--- src/sv/ffba_pkg.sv ---
// ----------------------------------------------------------------------------
// ffba_pkg
// Shared constants, codes and types of the first-fit block allocator.
// ----------------------------------------------------------------------------
package ffba_pkg;

	localparam int MAX_BLOCKS   = 64;
	localparam int HEADER_BYTES = 16;
	localparam int DATA_W       = 32;
	localparam int IDX_W        = $clog2(MAX_BLOCKS);
	localparam int CNT_W        = $clog2(MAX_BLOCKS + 1);
	localparam int NEED_W       = DATA_W + 2;

	localparam logic [DATA_W-1:0] HEAP_RESET = 32'd65536;

	localparam logic OP_ALLOC = 1'b0;
	localparam logic OP_FREE  = 1'b1;

	typedef enum logic [1:0] {
		ST_DONE     = 2'd0,
		ST_NOSPACE  = 2'd1,
		ST_FULL     = 2'd2,
		ST_NOTFOUND = 2'd3
	} status_t;

	typedef enum logic [2:0] {
		S_IDLE,
		S_AWALK,
		S_ALAST,
		S_ASHIFT,
		S_APLACE,
		S_FWALK,
		S_FSHIFT,
		S_RESP
	} state_t;

	typedef struct packed {
		logic [DATA_W-1:0] start;
		logic [DATA_W-1:0] length;
	} entry_t;

	typedef struct packed {
		logic [NEED_W-1:0] need;
		logic [DATA_W-1:0] base;
		logic [DATA_W-1:0] grant;
		logic              fit;
		logic              match;
	} calc_t;

endpackage

--- src/sv/ffba_unit.sv ---
// ----------------------------------------------------------------------------
// ffba_unit
// Shared add/compare unit: block end sums, fit test and free address match.
// ----------------------------------------------------------------------------
module ffba_unit (
	input  ffba_pkg::entry_t                  ent,
	input  logic [ffba_pkg::DATA_W-1:0]       size,
	input  logic [ffba_pkg::DATA_W-1:0]       addr,
	input  logic [ffba_pkg::DATA_W-1:0]       limit,
	input  logic [ffba_pkg::DATA_W-1:0]       base_prev,
	input  logic [ffba_pkg::NEED_W-1:0]       need_prev,
	output ffba_pkg::calc_t                   calc
);
	import ffba_pkg::*;

	logic [DATA_W:0] base_w;
	logic [DATA_W:0] user_w;

	assign base_w = {1'b0, ent.start} + {1'b0, ent.length} + (DATA_W + 1)'(HEADER_BYTES);
	assign user_w = {1'b0, ent.start} + (DATA_W + 1)'(HEADER_BYTES);

	assign calc.need  = NEED_W'(ent.start) + NEED_W'(ent.length) + NEED_W'(size)
		+ NEED_W'(2 * HEADER_BYTES);
	assign calc.base  = base_w[DATA_W-1:0];
	assign calc.grant = base_prev + DATA_W'(HEADER_BYTES);
	assign calc.fit   = need_prev < NEED_W'(limit);
	assign calc.match = user_w == {1'b0, addr};

endmodule

--- config.mk ---
export PLATFORM = sky130hd
export DESIGN_NAME = ffba_unit
export DESIGN_NICKNAME = d
export VERILOG_FILES = /design/src/sv/ffba_pkg.sv /design/src/sv/ffba_unit.sv
export SDC_FILE = /design/constraint.sdc
export NUM_CORES = 1
export LEC_CHECK = 0
export BUFFER_PORTS_ARGS = -buffer_cell sky130_fd_sc_hd__buf_2
export CAP_MARGIN = 10
export CORE_ASPECT_RATIO = 1.1
export CORE_MARGIN = 3
export CORE_UTILIZATION = 30
export DETAILED_ROUTE_END_ITERATION = 10
export PLACE_DENSITY = 0.64
export SYNTH_ARGS = -nofsm -noshare
export SYNTH_HDL_FRONTEND = slang
export SYNTH_SLANG_ARGS = --single-unit
export TNS_END_PERCENT = 30
--- constraint.sdc ---
create_clock -name vclk -period 5.9
set_clock_uncertainty 0.2 [all_clocks]
set_input_delay 0.885 -clock vclk [all_inputs]
set_output_delay 0.885 -clock vclk [all_outputs]
set_load 0.02 [all_outputs]
Yosys cells after proc, flatten, opt, wreduce, memory -nomap -nowiden
Index checks and enable logic that the tools add are counted.
- ROM bits: 0
- input port bits: 226
- output and inout port bits: 100
- memory bits (writable): 0
- memories: 0
- logic and storage cells: 9
- bits in latches: 0
- register bits: 0
- shift-type cells: 0
- multipliers: 0
- div/mod/pow operators: 0
- $add $sub $neg: 7
- bitwise gates (word level): 0
- equality and inequality tests: 1
- order comparisons: 1
- muxes and demuxes: 0
- reductions and logical operators: 0
- operators by type and width (operator ; number):
    $add A32 B5 Y32 const B ; 2
    $add A33 B32 Y34 ; 1
    $add A34 B6 Y34 const B ; 1
    $lt A34 B32 Y1 ; 1
    $add A32 B32 Y33 ; 1
    $add A32 B5 Y33 const B ; 1
    $eq A33 B32 Y1 ; 1
    $add A32 B32 Y32 ; 1

Longest topological paths before layout
Gate-level depths: netlist (run 1).
- depth after elaboration: 3
- gate-level depth with buffers: 15
- gate-level depth less buffers: 15

Least setup slack after synthesis (run 1)
Ideal clock, no wire load.
- path type: input-to-output
- start point: input ent[2] (netlist name)
- end point: output calc[96] (netlist name)
- stages on the path: 14
- arrival time: 4.201 ns
- path buffers: 0
- path slack: 0.614 ns
- required time: 4.815 ns
- cell sequence: inv_1 -> fa_1 -> inv_1 -> ha_1 -> ha_1 -> fa_1 -> a211o_1 -> o211ai_1 -> a21oi_1 -> o41ai_1 -> a21oi_1 -> a21oi_1 -> o221ai_1 -> xnor2_1
- RTL lines (what ; line ; source):
    from (decl) ; ffba_unit.sv:6 ; input ffba_pkg::entry_t ent,
    to (decl) ; ffba_unit.sv:12 ; output ffba_pkg::calc_t calc

==> metrics.cfg, run 1 <==
[outcome]
status = finished, final reports clean

[timing]
fin_tns_setup_ps = 0
worst_pin_slew_ps = 599
slew_violations = 0
period_minus_slack_ps = 5650
clock.fmax_ghz = 0.177
setup_viol = 0
hold_viol = 0
fin_crit_sh = 0.958
maxSlewHeadroom = 0.590
grt_setup_unrepaired = no

[die]
io_pins = 326
rows = 57
start_util = 0.310
die-height_um = 166
core_um2 = 22500
die_w_um = 151
dieArea_um2 = 25100

[routing]
drt_iter0_drc = 278
avgViaCountPerCell = 4.92
wire_per_inst_um = 15.6
vias = 7569
drc = 0
dr.pass1.iters = 5
ant_nets = 0
wl_mm = 24.0

[synthesis]
synth_simple_gate_area_share = 0.165
ys_top_cells_by_area = ha_1, xnor2_1, fa_1, inv_1, xor2_1
syn-cell-area_um2 = 6960
synth-seq-area-share = 0
synth_fa_ha_area_frac = 0.380
synth_fp_nets = 1342
synth_xor_area_frac = 0.150
syn_area_per_cell_um2 = 7.53
synth-compound-area-share = 0.206
synthTopCellsByCount = inv_1, ha_1, xnor2_1, a21oi_1, nand2_1
synth_top_family_by_area = adder cells
muxShareOfSynthArea = 0.00144
synth_warnings = 0
yosysTopAreaCell = ha_1
synth_most_common_cell = inv_1
synth_cell_types = 61
syn-instance-count = 925
synth_top_area_share = 0.282

[power_and_ir_drop]
combinationalPowerShare = 1.000
ir_drop_mv = 0.130
internal_power_mw = 0.621
power_density_nw_per_um2 = 176
p_total_mw = 1.57
switching_share = 0.605
seq_power_share = 0
p_sw_mw = 0.950
p_clk_frac = 0
leakage_nw = 5.09

[layout]
design.seq.count = 0
nets = 1660
num-fill-cells = 2462
syn2layout_area_growth_pct = 28.2
design_area_um2 = 8930
multiInputGateArea_um2 = 6290
nClkBuffers = 0
area.sequential_um2 = 0
drive_gt1_frac = 0.274

[placement]
port-buffer-count = 318
gp_congestion = 0.922
dpl-instance-area_um2 = 8920
hpwl_mm = 22.1

[setup_path]
critPathArrivalTime_ps = 4570
crit_slowest_cell = fa_1
crit_type = in -> out
endpoint_kind = output pin
cp_cell_sequence = buf_2 -> inv_1 -> fa_1 -> inv_1 -> ha_1 -> ha_1 -> a21oi_1 -> o211ai_1 -> a31oi_1 -> o21a_1 -> o21ai_1 -> a2111o_1 -> and4_1 -> o41ai_2 -> xnor2_1 -> buf_2
critPathRequiredTime_ps = 4820
cp_top_family = compound AO/OA/AOI/OAI gates
critPathBufInv = 4
critPathLaunchType = input port
critPathMaxFanout = 8
critical_path.max_stage_delay_ps = 500

[global_route]
grt_max_degree = 9
grt_usage = 0.180
antenna_found_initial = 8
grt_overflow = 0
grt_pass1_wl_mm = 37.1
grt_pass1_vias = 7456

[cts]
cts-hold-fix-buffers = 0

[flow_run]
drv_cap = 0

[min_path]
hold_class = in -> out

-- per-layer routing --
| layer | vias to the layer above | global-route usage | share of wire |
|---|---|---|---|
| met4 | 16 | 0.0264 | 0.019 |
| met2 | 256 | 0.334 | 0.49 |
| li1 | 3840 | - | - |
| met1 | 3414 | 0.212 | 0.40 |
| met3 | 43 | 0.0398 | 0.088 |
| met5 | - | 0 | 0.0041 |
-- cell usage in the layout, fill, tap and decap left out, drive strengths merged, types with 5 or more instances in the layout --
cell type,n
a211oi,5
a21o,37
a21oi,60
a31oi,7
and2,7
and3,12
and4,9
buf,322
fa,34
ha,157
inv,172
nand2,56
nand2b,9
nand3,22
nand4,25
nor2,44
nor2b,7
nor3,18
o211ai,7
o21a,9
o21ai,38
o21bai,11
o31ai,5
xnor2,83
xor2,36
-- worst paths after layout --
kind	startpoint	endpoint	cells past startpoint
worst max-delay path	ent[46]	calc[95]	16
worst min-delay path	base_prev[1]	calc[3]	0
-- logic make-up (layout without fill, tap and decap cells) --
| logic type | count (synthesis) | in the layout |
|---|---|---|
| adders and majority gates | 191 | 191 |
| other | 0 | 1 |
| xor gates and xnor gates | 119 | 119 |
| buffers and inverters | 178 | 494 |
| muxes | 1 | 1 |
| and+or+nand+nor | 224 | 224 |
| AOI/OAI and AO/OA | 212 | 212 |
-- power by group through the flow --
| stage | sequential, mW | combinational [mW] | clock, mW |
|---|---|---|---|
| detailed placement | 0 | 1.57 | 0 |
| floorplan | 0 | 1.07 | 0 |
| global route | 0 | 1.74 | 0 |
| global placement | 0 | 1.57 | 0 |
| CTS | 0 | 1.58 | 0 |
| finish | 0 | 1.57 | 0.0000000228 |
-- timing repair --
| item | in CTS | in global routing |
|---|---|---|
| gates resized for setup | 0 | 2 |
| setup endpoints to repair | 0 | 5 |
| setup buffers | 0 | 0 |
-- area by class of cell --
cell class | instances | area share
timing repair buffer | 322 | 0.182
multi-input combinational | 747 | 0.705
tap | 295 | 0.0413
inverter | 172 | 0.0723
antenna | 1 | 0.000280
-- stage by stage --
step                      setup slack (ps)   util  hold WS [ps]  cells
after global placement                 205  0.397          1570   1536
after global routing                  38.3  0.397          1570   1536
after CTS                              122  0.397          1570   1536
after detailed placement               139  0.397          1570   1536
after floorplan                        614      -          1650    925
final                                  249  0.398          1570   1537
(Power assumes the default switching activity.)
==> run 2: changes to the inputs <==
--- a/config.mk
+++ b/config.mk
@@ -10,3 +10,3 @@
 export CORE_ASPECT_RATIO = 1.1
-export CORE_MARGIN = 3
+export CORE_MARGIN = 5
 export CORE_UTILIZATION = 30
==> constraint.sdc (replaced) <==
create_clock -name vclk -period 5.9
set_clock_uncertainty 0.2 [all_clocks]
set_input_delay 0.59 -clock vclk [all_inputs]
set_output_delay 0.59 -clock vclk [all_outputs]
set_load 0.02 [all_outputs]
==> run 2 against run 1 <==
Net effect: wire length increased by 1.2%; non-clock buffer count decreased by 3; utilization decreased by 0.82 points; count of clock-buffer cells in the layout unchanged; sequential cell count unchanged; cell count about the same; setup slack improved by 190 ps; power about the same; die area increased by 5.1%; via count increased by 0.65%; critical endpoint is now calc[92]; largest power group unchanged; sequential share of layout area unchanged.
==> metrics.cfg, run 2 (same netlist as run 1, synthesis figures left out) <==
[die]
io_pins = 326
core_um2 = 22900
start_util = 0.305
die-height_um = 170
die_w_um = 155
rows = 58
dieArea_um2 = 26400

[routing]
dr.pass1.iters = 5
ant_nets = 0
wl_mm = 24.3
vias = 7618
avgViaCountPerCell = 4.95
drt_iter0_drc = 313
wire_per_inst_um = 15.8
drc = 0

[layout]
mostFrequentLayoutCells = buf_2, inv_1, ha_1
nets = 1657
drive_gt1_frac = 0.271
syn2layout_area_growth_pct = 27.8
design_area_um2 = 8900
design.seq.count = 0
area.sequential_um2 = 0
diodes = 0
final_common_cell = buf_2
num-fill-cells = 2451
nClkBuffers = 0
fin_cells = 1538
multiInputGateArea_um2 = 6280

[placement]
gp_congestion = 0.916
hpwl_mm = 22.5
placed_cells = 1538
dpl-instance-area_um2 = 8900
port-buffer-count = 318

[cts]
cts-hold-fix-buffers = 0
postCtsSetupBuffers = 0
ctsResizeCount = 0

[timing]
fin_hold_ws_ps = 980
hold_viol = 0
clock.fmax_ghz = 0.183
fin_crit_sh = 0.926
setup_viol = 0
worst_pin_slew_ps = 707
period_minus_slack_ps = 5460
fin_tns_setup_ps = 0
grt_setup_unrepaired = no
maxSlewHeadroom = 0.517
slew_violations = 0

[global_route]
grt_overflow = 0
grt_max_degree = 9
grt_pass1_vias = 7633
grt_pass1_wl_mm = 37.5
antenna_found_initial = 6
grt_usage = 0.172

[min_path]
min_to = calc[3]
min_path_cells = 0
hold_class = in -> out
hp-start = base_prev[1]

[setup_path]
crit_type = in -> out
endpoint_kind = output pin
critPathLaunchType = input port
critPathArrivalTime_ps = 4670
critPathMaxFanout = 5
critPathRequiredTime_ps = 5110

[power_and_ir_drop]
power_density_nw_per_um2 = 176
leakage_nw = 5.07
seq_power_share = 0
p_sw_mw = 0.953
internal_power_mw = 0.617
switching_share = 0.607
ir_drop_mv = 0.140
combinationalPowerShare = 1.000
p_clk_frac = 0
p_total_mw = 1.57

[flow_run]
drv_cap = 0

[outcome]
status = finished, final reports clean

[run 2: changes by cell type in the layout (fill, tap and decap cells not counted)]
cell,delta
buf_4,-3
a21oi_1,+1
a21oi_2,-1
diode_2,-1
o41ai_1,+1
o41ai_2,-1
[run 2: power by group through the flow]
stage,Combinational [mW],Clock [mW],Sequential (mW)
3_3_place_gp,1.56,0,0
5_1_grt,1.73,0,0
2_1_floorplan,1.07,0,0
6_report,1.57,0,0
3_5_place_dp,1.57,0,0
4_1_cts,1.58,0,0
[run 2: final cells by class]
type | count | area share
inverter | 172 | 0.0725
multi-input combinational | 747 | 0.706
tap | 300 | 0.0422
timing repair buffer | 319 | 0.180
[run 2: stage by stage]
step / utilization / setup slack [ps]
after global placement: 0.389 / 523
after detailed placement: 0.389 / 521
after global routing: 0.389 / 102
after CTS: 0.389 / 501
final: 0.389 / 439
after floorplan: - / 1200
[run 2: critical path: stages]
cell and delay (ps):
buf_2 90, inv_1 50, fa_1 520, inv_1 40
ha_1 290, ha_1 230, fa_1 440, a211o_1 320
o211ai_1 130, a21oi_1 120, o41ai_1 590, a21oi_1 270
a21oi_1 400, o21ai_0 200, xnor2_1 190, buf_2 190
[run 2: worst max path at each step]
| stage | cells after the start | end | start |
|---|---|---|---|
| finish | 16 | calc[92] | ent[2] |
| global route | 17 | calc[98] | ent[2] |
| CTS | 17 | calc[98] | ent[2] |
| detailed placement | 17 | calc[98] | ent[2] |
| global placement | 17 | calc[98] | ent[2] |
| floorplan | 14 | calc[96] | ent[2] |
[run 2: per-layer routing]
layer	GRT usage	part of all wire
met5	0	0.0033
met4	0.0107	0.0078
met3	0.0347	0.077
met1	0.205	0.40
met2	0.330	0.51
